**config.mk**
```make
export PLATFORM = sky130hd
export DESIGN_NAME = ppc_ram
export DESIGN_NICKNAME = d
export VERILOG_FILES = /design/src/hdl/ppc_ram.sv
export SDC_FILE = /design/constraint.sdc
export NUM_CORES = 1
export LEC_CHECK = 0
export BUFFER_PORTS_ARGS = -buffer_cell sky130_fd_sc_hd__buf_4
export CAP_MARGIN = 20
export CORE_AREA = 2 2 75 149
export DETAILED_ROUTE_END_ITERATION = 10
export DIE_AREA = 0 0 77 151
export PLACE_DENSITY = 0.66
export SLEW_MARGIN = 15
export SYNTH_ARGS = -nofsm -noshare
export SYNTH_HDL_FRONTEND = slang
export SYNTH_SLANG_ARGS = --single-unit
```
**constraint.sdc**
```tcl
create_clock -name clock -period 2.75 [get_ports clock]
set_clock_uncertainty 0.15 [all_clocks]
set_input_delay 0.55 -clock clock [delete_from_list [all_inputs] [get_ports clock]]
set_output_delay 0.55 -clock clock [all_outputs]
set_load 0.05 [all_outputs]
```
**src/hdl/ppc_ram.sv**
```systemverilog
`timescale 1ns / 1ps
// ----------------------------------------------------------------------------
// ppc_ram: generic simple dual-port RAM
// One write port, one read port with registered data; a read at the address
// being written returns the old contents.
// ----------------------------------------------------------------------------
module ppc_ram #(
   parameter int WIDTH = 8,
   parameter int DEPTH = 16
) (
   input  logic                     clock,
   input  logic                     wr_en,
   input  logic [$clog2(DEPTH)-1:0] wr_addr,
   input  logic [WIDTH-1:0]         wr_data,
   input  logic [$clog2(DEPTH)-1:0] rd_addr,
   output logic [WIDTH-1:0]         rd_data
);

   logic [WIDTH-1:0] mem [DEPTH];
   logic [WIDTH-1:0] rd_data_ff;

   // Write and read in the same edge
   always_ff @(posedge clock) begin
      if (wr_en) begin
         mem[wr_addr] <= wr_data;
      end
      rd_data_ff <= mem[rd_addr];
   end

   assign rd_data = rd_data_ff;

endmodule

```
==> flow_summary.toml <==
[timing]
tightest_slew_ns = 0.679
min_period_over_period = 0.659
setup_viol = 0
clock.fmax_mhz = 552
maxSlewHeadroom = 0.546
tns_ns = 0
fin_crit_ns = 1.81
grt_setup_unrepaired = "false"
slew_viol_final = 0
finalHoldViolations = 0
hold-worst-slack_ns = 0.292

[flow_run]
maxCapViolations = 0

[clocking]
cts_resized = 0
clock_latency_ns = 0.41
postCtsHoldBufs = 0
cts-root-buf = "clkbuf_16"
clock_sinks = 136
cts_tree = "built"
cts_setup_buffers = 0
cts_made_buffers = 17
cts-htree-levels = 4
clk_path_buf_depth = 2
path_clk_slew_ns = 0.06

[critical_path]
crit_type = "input port to register"
end_kind = "register"
cp.required_ns = 2.90
cp-startpoint = "rd_addr[0]"
cp.arrival_ns = 1.96
reg2reg_slack_ns = 1.25
worstPathMaxFanout = 18
cp-start-kind = "input port"
timing.rr.start = "mem[8][3]"

[logic_synthesis]
synthAdderAreaFrac = 0
syn-cell-area_um2 = 5150
yosys.area_share.simple = 0.0318
ys_seq_area_frac = 0.778
synth_nets = 247
synth_compound_area_frac = 0.0233
avgSynthCellArea_um2 = 22.5
synthCells = 229
yosysWarnings = 0
synth_cell_types = 19
synthMuxAreaShare = 0.150
ys_ff_latch = 136
synth_xor_area_frac = 0
synth_top_family_by_area = "multiplexers"

[placement]
dp_cells = 402
place.gp.congestion = 0.819
numPortBuffers = 25
dpl.hpwl_um = 6660

[route]
ant_nets = 0
drtIter0Drc = 124
vias_per_cell = 5.55
routed-via-count = 2408
first_pass_iters = 4
drc_errors = 0
detail_route.wl_per_cell_um = 22.5
wl_um = 9750

[min_path]
holdCritPathClass = "input port to register"
hp-start = "wr_data[5]"

[final_layout]
stdcell_count = 434
final_cell_mix = "128 x edfxtp_1, 46 x buf_4, 18 x mux4_2"
layout_commonest_cell = "edfxtp_1"
drive_above_1_share = 0.320
nets = 302
area_delta_synth_final_pct = 20.5
utilization = 0.592
diodes = 0

[die]
die_height_um = 151
die_w_um = 77
die-area_um2 = 11600
core_um2 = 10500
initial_core_util = 0.491
num_rows = 53
ios = 26

[power]
p_total_mw = 4.96
leakage_nw = 2.11
power.density_nw_per_um2 = 800
ir_drop_uv = 631

[run_status]
status = "completed"

[global_routing]
grt_use_total = 0.184
grt_pass1_vias = 2616
antenna_found_initial = 0
grt_max_degree = 33
gr-total-overflow = 0
grt_pass1_wl_um = 15100
worst paths after layout:
check,end,cells after the start
worst max-delay path,rd_data[0],5
worst min-delay path,mem[12][5],1
worst max register to register,rd_data[3],3
worst min register to register,rd_data[1],3
layer usage:
metal	up-vias	routed length [um]	track usage
met2	57	5670	0.344
met3	13	281	0.0495
met1	1258	3630	0.199
met5	-	0	0
met4	0	163	0.0652
li1	1080	-	-
state kept, by name (all words and copies together), names as in the netlist:
register  count
rd_data       8
mem         128
area by class of cell:
type	count	area, um2
Sequential cell	136	4000
Clock buffer	20	447
Fill cell	822	4280
Clock inverter	12	176
Multi-Input combinational cell	83	1060
Timing Repair Buffer	46	345
Tap cell	137	171
worst max-delay path: stages:
cell     delay (ns)
buf_4          0.29
buf_4          0.22
mux4_1         0.59
a22oi_1        0.23
nand2_1        0.08
power by group:
part	total, mW	switching, mW	internal, mW
clock	2.36	0.822	1.54
sequential	2.33	0.0120	2.32
combinational	0.270	0.163	0.106
per-stage QoR:
step	instance area, um2	worst slack (ns)
floorplan	5150	0.557
global placement	5580	0.529
detailed placement	5580	0.533
CTS	6200	0.934
global route	6200	0.828
finish	6200	0.937
kinds of logic after synthesis:
kind of cell	after synthesis
AO/OA/AOI/OAI	16
buffers and inverters	10
AND/OR/NAND/NOR	35
multiplexers	32
flip-flops	136
Yosys cell counts:
cell,number,area [um2]
a22oi_1,16,120
and2_1,1,6.26
and2b_1,1,7.51
buf_2,3,15.0
buf_4,1,7.51
buf_6,3,33.8
clkdlybuf4s25_2,3,30.0
dfxtp_1,8,160
edfxtp_1,128,3840
mux4_1,14,368
mux4_2,18,405
nand2_1,9,33.8
nand2b_1,2,12.5
nand3_1,1,5.00
nand3b_1,2,15.0
nor2_1,13,48.8
nor2b_1,1,6.26
nor3_1,4,20.0
or3b_2,1,8.76
No activity file was read; power rests on OpenSTA's default activity.
